--- src/rtl/numerov_wavefunction_integrator_macros.svh ---
// assertion helpers, clocked on clk, disabled during rst
`ifndef NUMEROV_WAVEFUNCTION_INTEGRATOR_MACROS_SVH
`define NUMEROV_WAVEFUNCTION_INTEGRATOR_MACROS_SVH

`define NWI_ASSERT_IMPL(lbl, ante, cons) \
  lbl: assert property (@(posedge clk) disable iff (rst) (ante) |-> (cons)) \
    else $error("numerov integrator check failed");

`define NWI_ASSERT_NEXT(lbl, ante, cons) \
  lbl: assert property (@(posedge clk) disable iff (rst) (ante) |=> (cons)) \
    else $error("numerov integrator check failed");

`endif

--- src/rtl/numwi_pkg.sv ---
// ----------------------------------------------------------------------------
// numwi_pkg
// shared types and constants of the numerov integrator
// ----------------------------------------------------------------------------
package numwi_pkg;

  localparam int SAMPLE_W = 48;
  localparam int PSI_W    = 64;

  localparam logic [1:0] PH_FIRST  = 2'd0;
  localparam logic [1:0] PH_SECOND = 2'd1;
  localparam logic [1:0] PH_STEADY = 2'd2;

  localparam logic [1:0] CFG_ENERGY    = 2'd0;
  localparam logic [1:0] CFG_STEP_SQ   = 2'd1;
  localparam logic [1:0] CFG_STEP_SQ12 = 2'd2;

  localparam logic [5:0] MUL_LAST = 6'd4;
  localparam logic [5:0] DIV_LAST = 6'd47;

  typedef enum logic [3:0] {
    OP_NONE, OP_LOAD, OP_MUL, OP_RND1, OP_RND2, OP_RND3,
    OP_SUM, OP_DIV_INIT, OP_DIV, OP_FIN
  } op_t;

  typedef enum logic [1:0] {SEL_A, SEL_B, SEL_C} mul_sel_t;

  typedef struct packed {
    op_t        op;
    mul_sel_t   sel;
    logic [2:0] cnt;
    logic [1:0] phase;
  } cmd_t;

  typedef struct packed {
    logic out_busy;
    logic last;
  } sts_t;

endpackage

--- src/rtl/numwi_ctrl.sv ---
// ----------------------------------------------------------------------------
// numwi_ctrl
// sequencer: multiplies, rounding, sums, divide and result write-back
// ----------------------------------------------------------------------------
module numwi_ctrl (
  input  logic            clk,
  input  logic            rst,
  input  logic            in_valid,
  output logic            in_stall,
  output numwi_pkg::cmd_t cmd,
  input  numwi_pkg::sts_t sts
);
  import numwi_pkg::*;

  typedef enum logic [3:0] {
    S_IDLE, S_M1, S_R1, S_M2, S_R2, S_M3, S_R3, S_SUM, S_DI, S_DIV, S_FIN
  } state_t;

  state_t     state;
  logic [5:0] ctr;
  logic [1:0] phase;

  assign in_stall = (state != S_IDLE);

  always_comb begin
    cmd.op    = OP_NONE;
    cmd.sel   = SEL_A;
    cmd.cnt   = ctr[2:0];
    cmd.phase = phase;
    unique case (state)
      S_IDLE: if (in_valid) cmd.op = OP_LOAD;
      S_M1:   cmd.op = OP_MUL;
      S_R1:   cmd.op = OP_RND1;
      S_M2: begin
        cmd.op  = OP_MUL;
        cmd.sel = SEL_B;
      end
      S_R2:   cmd.op = OP_RND2;
      S_M3: begin
        cmd.op  = OP_MUL;
        cmd.sel = SEL_C;
      end
      S_R3:   cmd.op = OP_RND3;
      S_SUM:  cmd.op = OP_SUM;
      S_DI:   cmd.op = OP_DIV_INIT;
      S_DIV:  cmd.op = OP_DIV;
      S_FIN:  if (!sts.out_busy) cmd.op = OP_FIN;
      default: cmd.op = OP_NONE;
    endcase
  end

  always_ff @(posedge clk) begin
    if (rst) begin
      state <= S_IDLE;
      ctr   <= '0;
      phase <= PH_FIRST;
    end else begin
      unique case (state)
        S_IDLE: if (in_valid) begin
          state <= S_M1;
          ctr   <= '0;
        end
        S_M1, S_M2, S_M3: begin
          if (ctr == MUL_LAST) begin
            ctr <= '0;
            if (state == S_M1) state <= S_R1;
            else if (state == S_M2) state <= S_R2;
            else state <= S_R3;
          end else begin
            ctr <= ctr + 6'd1;
          end
        end
        S_R1: begin
          if (phase == PH_FIRST || phase == PH_SECOND) state <= S_FIN;
          else state <= S_M2;
        end
        S_R2:  state <= S_M3;
        S_R3:  state <= S_SUM;
        S_SUM: state <= S_DI;
        S_DI: begin
          state <= S_DIV;
          ctr   <= '0;
        end
        S_DIV: begin
          if (ctr == DIV_LAST) state <= S_FIN;
          else ctr <= ctr + 6'd1;
        end
        S_FIN: if (!sts.out_busy) begin
          state <= S_IDLE;
          if (sts.last) phase <= PH_FIRST;
          else if (phase == PH_FIRST) phase <= PH_SECOND;
          else phase <= PH_STEADY;
        end
        default: state <= S_IDLE;
      endcase
    end
  end

endmodule

--- config.mk ---
export PLATFORM = sky130hd
export DESIGN_NAME = numwi_ctrl
export DESIGN_NICKNAME = d
export VERILOG_FILES = /design/src/rtl/numerov_wavefunction_integrator_macros.svh /design/src/rtl/numwi_pkg.sv /design/src/rtl/numwi_ctrl.sv
export SDC_FILE = /design/constraint.sdc
export NUM_CORES = 1
export LEC_CHECK = 0
export BUFFER_PORTS_ARGS = -buffer_cell sky130_fd_sc_hd__buf_2
export CORE_MARGIN = 2
export CORE_UTILIZATION = 56
export DETAILED_ROUTE_END_ITERATION = 8
export PLACE_DENSITY_LB_ADDON = 0.12
export REMOVE_ABC_BUFFERS = 1
export SLEW_MARGIN = 40
export SYNTH_ARGS = -nofsm -noshare
export SYNTH_HDL_FRONTEND = slang
export SYNTH_SLANG_ARGS = --single-unit
--- constraint.sdc ---
create_clock -name clk -period 2.92 [get_ports clk]
set_clock_uncertainty 0.2 [all_clocks]
set_input_delay 0.146 -clock clk [delete_from_list [all_inputs] [get_ports clk]]
set_output_delay 0.146 -clock clk [all_outputs]
set_load 0.02 [all_outputs]
# After elaboration in Yosys (flattened, before gate mapping)
# Index checks and enable logic that the tools add are counted.
[totals]
reg_bits = 12
input_bits = 5
out_inout_bits = 12
elab_cells = 50
[op_classes]
add_sub_neg = 1
n_eq_ne = 18
n_mux = 18
bitwise_logic = 1
n_reduce_logical = 9
[ops]
columns = ["op", "n"]
rows = [
  ["$pmux W4 S9", 2],
  ["$mux W4", 6],
  ["$pmux W6 S4", 1],
  ["$mux W6", 3],
  ["$eq A4 B3 Y1 const B", 4],
  ["$eq A4 B4 Y1 const B", 3],
  ["$eq A4 B2 Y1 const B", 2],
  ["$ne A2 B2 Y1 const B", 4],
  ["$reduce_bool A4 Y1", 2],
  ["$add A6 B1 Y6 const B", 1],
  ["$eq A6 B3 Y1 const B", 1],
  ["$eq A6 B6 Y1 const B", 1],
  ["$mux W2", 3],
  ["$eq A4 B1 Y1 const B", 1],
  ["$logic_not A4 Y1", 1],
  ["$pmux W2 S2", 1],
  ["$reduce_and A4 Y1", 1],
  ["$mux W3", 1],
  ["$reduce_and A3 Y1", 1],
  ["$reduce_or A3 Y1", 1],
  ["$eq A2 B1 Y1 const B", 1],
  ["$logic_not A2 Y1", 1],
  ["$ne A2 B1 Y1 const B", 1],
  ["$reduce_and A2 Y1", 1],
  ["3 further kinds", 3],
]

# Depth between registers and ports, before layout
# Gate-level depths: netlist (run 1).
[logic_depth]
ltp_word = 5
depth_mapped = 7
ltp_nobuf = 7

# Worst setup path before layout (run 1)
# No wires, ideal clock.
[synth_path]
path_type = "reg2reg"
from = "register state[3]"
to = "register ctr[3]"
setup_time_ns = 0.070
arrival_time_ns = 1.523
required_time_ns = 2.650
setup_slack_ns = 1.127
path_stages_with_launch = 7
n_path_buf = 1
period_less_slack_ns = 1.793
path_cell_list = "dfxtp_1 -> buf_4 -> or4b_4 -> o21ai_2 -> a211oi_2 -> or3_1 -> a21oi_1"
[synth_between]
elab_chain_len = 4
elab_cells_between_ends = 12
classes_between = "eq/ne (7); mux (1); reduce/logical (4)"
[synth_lines]
columns = ["element", "line_no", "source"]
rows = [
  ["from (decl)", "numwi_ctrl.sv:19", "state_t state;"],
  ["from (signal assigned)", "numwi_ctrl.sv:54", "state <= S_IDLE;"],
  ["from (signal assigned)", "numwi_ctrl.sv:60", "state <= S_M1;"],
  ["from (signal assigned)", "numwi_ctrl.sv:66", "if (state == S_M1) state <= S_R1;"],
  ["$eq A4 B1 Y1, or another cell as far along", "numwi_ctrl.sv:58", "unique case (state)"],
  ["$reduce_or A3 Y1 (no source line)", "--", ""],
  ["$reduce_bool A4 Y1 (no source line)", "--", ""],
  ["$reduce_and A3 Y1 (no source line)", "--", ""],
  ["to (signal assigned)", "numwi_ctrl.sv:70", "ctr <= ctr + 6'd1;"],
  ["to (signal assigned)", "numwi_ctrl.sv:86", "else ctr <= ctr + 6'd1;"],
  ["to (decl)", "numwi_ctrl.sv:20", "logic [5:0] ctr;"],
]
# Several ways; a longest one is shown, not always the timed one.
# A chain may end at the register's enable or synchronous reset.

# Final worst setup path (run 1)
[layout_path]
from = "register state[1]"
to = "register phase[1]"
[layout_between]
elab_chain_len = 2
[layout_lines]
columns = ["element", "line_no", "source"]
rows = [
  ["$eq A4 B4 Y1", "numwi_ctrl.sv:58", ""],
  ["$reduce_and A2 Y1 (no source line)", "--", ""],
  ["to (signal assigned)", "numwi_ctrl.sv:56", "phase <= PH_FIRST;"],
  ["to (signal assigned)", "numwi_ctrl.sv:90", "if (sts.last) phase <= PH_FIRST;"],
  ["to (signal assigned)", "numwi_ctrl.sv:91", "else if (phase == PH_FIRST) phase <= PH_SECOND;"],
  ["to (decl)", "numwi_ctrl.sv:21", "logic [1:0] phase;"],
]
# Every way passes these cells.

==> flow_summary.toml, run 1 <==
[status]
status = "finished clean"

[layout]
n_antenna_cell = 0
finalNonFillerCells = 138
multi_input_area_um2 = 530.5
drive_above_1_share_pct = 21.14
n_fill_cell = 111
finalNetCount = 131
ff_latch_area_um2 = 240.2
fin_util_pct = 70.71
syn_to_final_growth_pct = 14.39

[die]
pin_count = 17
core_area_um2 = 1350
fp-row-count = 13
initial_core_util_pct = 61.82
die-area_um2 = 1815
fp.dieH_um = 42.61
die-width_um = 42.61

[min_path]
hold_path_depth = 4
min_path_type = "input port to register"
min-delay-start = "sts[1]"
min_to = "phase[0]$_SDFFE_PP0P_"

[drt]
ant_nets = 0
drc_errors = 0
drt_pre_antenna_iters = 5
wl_um = 1818
routed_via_density = 5.884
wl_per_cell_um = 13.17
dr_total_vias = 812
drt-initial-drc-count = 25

[sta]
rsz0062_at_grt = "no"
final-hold-violation-count = 0
fmax_ghz = 0.4186
final-max-slew-violation-count = 0
worst_pin_slew_ns = 0.5386
setup_viol = 0
relSlewSlack_pct = 64.05
timing.final.crit_share_pct = 81.81
setup_tns_ns = 0
min_period_ns = 2.389

[logic_synthesis]
synth_warnings = 0
synth_top_flop_cell = "dfxtp_1"
synth_common_cells = "12 x dfxtp_1, 12 x nor2_1, 9 x a21oi_1, 7 x nand2_1, 7 x nand2b_1"
synth.area.top_cells = "dfxtp_1 29%, a21oi_1 5.4%, nor2_1 5.4%"
synth_edf_count = 0
syn_area_per_cell_um2 = 7.727
async_reset_ff_share_pct = 0
ys_ff_latch = 12
yosysSeqAreaShare_pct = 28.79
ys_types = 36
synth_largest_area_cell = "dfxtp_1"
synth_top_area_share_pct = 28.79
synth_area_um2 = 834.6
syn_inst = 108

[clock_network]
clk_latency_ns = 0.28
postCtsSetupBuffers = 0
cts_tree = "done"
cts-resized-gates = 0
cts_inserted_buffers = 3
clock-root-buffer = "clkbuf_4"
cts_max_level = 1
cts.path.max_buffers = 2
cts.sinks = 12
path_clk_slew_ns = 0.07

[critical_path]
reg2regPathDepth = 5
cp_data_required_time_ns = 2.94
start_kind = "register"
cp_max_fo = 17
r2r-start = "state[1]$_SDFFE_PP0P_"
worstSetupPathType = "register to register"
r2r_slack_ns = 0.53
arrival_ns = 2.41
end_kind = "register"
r2r_end = "phase[1]$_SDFFE_PP0P_"
critPathLaunch = "state[1]$_SDFFE_PP0P_"

[placed_design]
post-dp-hpwl_um = 1293
gp_congestion = 0.8559
io_buffers = 16
placed_cells = 131

[pwr]
static-leakage-power_nw = 0.3795
powerDensity_nw_per_um2 = 383.3
ir_worst_vdd_mv = 0.2406

[grt]
grt_max_degree = 19
overflow = 0
grt_pass1_wl_um = 3098
track_usage_pct = 22.81
grt_pass1_vias = 682
grt_antenna_before_repair = 0

[job]
maxCapViolCount = 0
## cells by family after synthesis
kind of cell / synth area share (%)
multiplexers: 4.798
AO/OA/AOI/OAI: 23.99
flip-flops: 28.79
buffers and inverters: 7.646
XOR/XNOR: 1.050
AND/OR/NAND/NOR: 30.73
adder cells (fa/ha/maj): 2.998
## critical path, cell delays in order (launching register included)
cell and delay [ns]:
dfxtp_1 0.65, nand2b_1 0.15, nor4b_2 0.43, a21oi_1 0.14, a211oi_1 0.20, dlygate4sd3_1 0.56
## layer usage
layer,GRT usage [%],vias up,part of all wire [%]
met4,9.375,0,1.7
li1,-,420,-
met1,32.81,358,50
met5,0,-,0
met3,6.466,4,5.3
met2,31.38,30,42
## power by group
group / total (mW) / switching [mW] / internal (mW)
clock: 0.136 / 0.0597 / 0.0759
combinational: 0.0568 / 0.0335 / 0.0232
sequential: 0.173 / 0.00635 / 0.167
## worst max path at each step
stage                       endpoint  slack [ns]  cells after the start
3_3_place_gp     ctr[3]$_SDFFE_PP0P_        0.83                      5
4_1_cts        phase[1]$_SDFFE_PP0P_        0.53                      5
2_1_floorplan    ctr[3]$_SDFFE_PP0P_        0.94                      5
5_1_grt        phase[1]$_SDFFE_PP0P_        0.27                      5
3_5_place_dp     ctr[3]$_SDFFE_PP0P_        0.80                      5
6_report       phase[1]$_SDFFE_PP0P_        0.53                      5
## repair_timing
item,CTS,global route
endpoints found under the hold margin,6,0
setup endpoints to repair,0,0
hold buffers,3,0
## per-stage QoR
| stage | power [mW] | setup WS [ns] | hold WS, ns | area [µm²] |
|---|---|---|---|---|
| final | 0.3659 | 0.5313 | 0.08478 | 954.7 |
| after floorplan | 0.2138 | 0.9372 | 0.01788 | 789.5 |
| after global routing | 0.3836 | 0.2658 | 0.1056 | 954.7 |
| after CTS | 0.3676 | 0.5306 | 0.07851 | 954.7 |
| after global placement | 0.2309 | 0.8335 | 0.1465 | 888.4 |
| after detailed placement | 0.2313 | 0.7992 | 0.1604 | 888.4 |
## flip-flops by register name, indices dropped and copies added (netlist names)
register	count
ctr	6
state	4
phase	2
## area by class of cell
cell class,count,share of cell area [%]
flip-flops and latches,12,25.16
well taps,15,1.966
multi-input cells,83,55.57
inverters,5,1.966
repair buffers,19,11.53
clock buffers,4,3.801
## cell usage in the layout (no fill, tap or decap), types with 2 or more instances in the layout
cell type	Yosys	layout
buf_2	0	16
nor2_1	12	12
dfxtp_1	12	12
a21oi_1	9	9
nand2_1	7	7
nand2b_1	7	7
inv_1	5	5
nand3_1	4	4
o21ai_0	4	4
mux2i_1	4	4
nor3_1	3	3
o22ai_1	3	3
or3_1	3	3
a211oi_1	3	3
clkbuf_4	0	3
dlygate4sd3_1	0	3
and2_1	2	2
nand4_1	2	2
ha_1	2	2
(Power assumes the default switching activity.)
==> inputs of run 2 (changes only) <==
CORE_UTILIZATION = 52   (was 56)
clock period = 2.2 ns   (was 2.92 ns; I/O delays follow)
==> flow_summary.toml, run 2 (synthesis gave the netlist of run 1 again) <==
[status]
status = "finished clean"

[clock_network]
cts_max_level = 1
cts.path.max_buffers = 2
clk_latency_ns = 0.28
cts_inserted_buffers = 3
clock-root-buffer = "clkbuf_4"
postCtsSetupBuffers = 0
path_clk_slew_ns = 0.08
cts_hold_buf = 2
cts.sinks = 12
cts-resized-gates = 0
cts_tree = "done"

[die]
fp-row-count = 14
initial_core_util_pct = 55.40
die-area_um2 = 1941
pin_count = 17
die-width_um = 44.06
fp.dieH_um = 44.06
core_area_um2 = 1506

[drt]
dr_total_vias = 873
drt_pre_antenna_iters = 4
ant_nets = 0
routed_via_density = 6.148
drc_errors = 0
wl_per_cell_um = 14.34
wl_um = 2036
drt-initial-drc-count = 45

[layout]
fin_util_pct = 64.78
top_register = "ctr"
syn_to_final_growth_pct = 16.94
largest_reg_flops = 6
final_cell_mix = "16 x buf_2, 12 x nor2_1, 12 x dfxtp_1"
finalNetCount = 134
top_regs = "ctr: 6 flops, state: 4 flops, phase: 2 flops"
n_antenna_cell = 0
drive_above_1_share_pct = 23.81
final_common_cell = "buf_2"
finalInstanceArea_um2 = 975.9

[sta]
fmax_ghz = 0.4883
worst_pin_slew_ns = 0.4698
final-max-slew-violation-count = 0
worst_slack_ns = 0.1519
setup_tns_ns = 0
final-hold-violation-count = 0
rsz0062_at_grt = "no"
setup_viol = 0
min_period_ns = 2.048
timing.final.crit_share_pct = 93.10
relSlewSlack_pct = 68.62

[placed_design]
io_buffers = 16
gp_congestion = 0.8357
pre_cts_ws_ns = 0.3355
place_area_um2 = 919.6
post-dp-hpwl_um = 1489

[grt]
grtUsageMet1_pct = 32.32
grt_pass1_wl_um = 3491
overflow = 0
grt_antenna_before_repair = 0
grt_max_degree = 14
grt_pass1_vias = 776
grt_use_met2_pct = 38.24
busiest_layer = "met2"
track_usage_pct = 24.28
globalRouteMet3Util_pct = 4.490

[pwr]
static-leakage-power_nw = 0.3940
ir_worst_vdd_mv = 0.4344
powerDensity_nw_per_um2 = 508.4

[critical_path]
worstSetupPathType = "register to output port"
cp_slowest_cell = "nor4b_2"
end_kind = "output port"
start_kind = "register"
cp_cell_sequence = "buf_4, nand2b_1, nor4b_2, or2_2, buf_2"
cp_max_fo = 6
arrival_ns = 1.74
cp_data_required_time_ns = 1.89
critical-path-max-stage-delay_ns = 0.42

[min_path]
min_path_type = "input port to register"

[job]
maxCapViolCount = 0
## run 2: worst paths after layout
check                        start  slack [ns]  cells past startpoint                     to
max          state[0]$_SDFFE_PP0P_        0.15                      5                cmd[10]
min                         sts[1]        0.05                      4  phase[0]$_SDFFE_PP0P_
max reg2reg  state[1]$_SDFFE_PP0P_        0.30                      5    ctr[3]$_SDFFE_PP0P_
min reg2reg    ctr[5]$_SDFFE_PP0P_        0.34                      2    ctr[5]$_SDFFE_PP0P_
## run 2: worst max-delay path: cells and delay by family, from the launching register on
kind          cells  cell delay (ns)
simple gates      3             0.76
flops             1             0.36
buf+inv           2             0.32
## run 2: final cells by class
class / instances / area [µm²]
clock buffers: 4 / 36.28
fillers: 132 / 530.5
inverters: 5 / 18.77
multi-input cells: 83 / 530.5
flip-flops and latches: 12 / 240.2
well taps: 16 / 20.02
repair buffers: 22 / 130.1
## run 2: metrics by stage
| stage | hold slack [ns] | power, mW | std cells |
|---|---|---|---|
| final | 0.04610 | 0.4962 | 142 |
| after global routing | 0.07802 | 0.5131 | 142 |
| after CTS | 0.04233 | 0.4954 | 142 |
| after detailed placement | 0.1126 | 0.3104 | 136 |
| after global placement | 0.1078 | 0.3097 | 136 |
| after floorplan | -0.01812 | 0.2838 | 100 |
## run 2: layer usage
metal | wire length [µm] | share of wire (%)
met5 | 0 | 0
met4 | 34 | 1.7
met3 | 81 | 4.0
met2 | 965 | 47
met1 | 955 | 47
## run 2: power by group
part           total, mW  internal [mW]  switching, mW
sequential         0.229          0.222        0.00674
clock              0.187          0.101         0.0862
combinational     0.0806         0.0332         0.0474
total              0.496          0.356          0.140
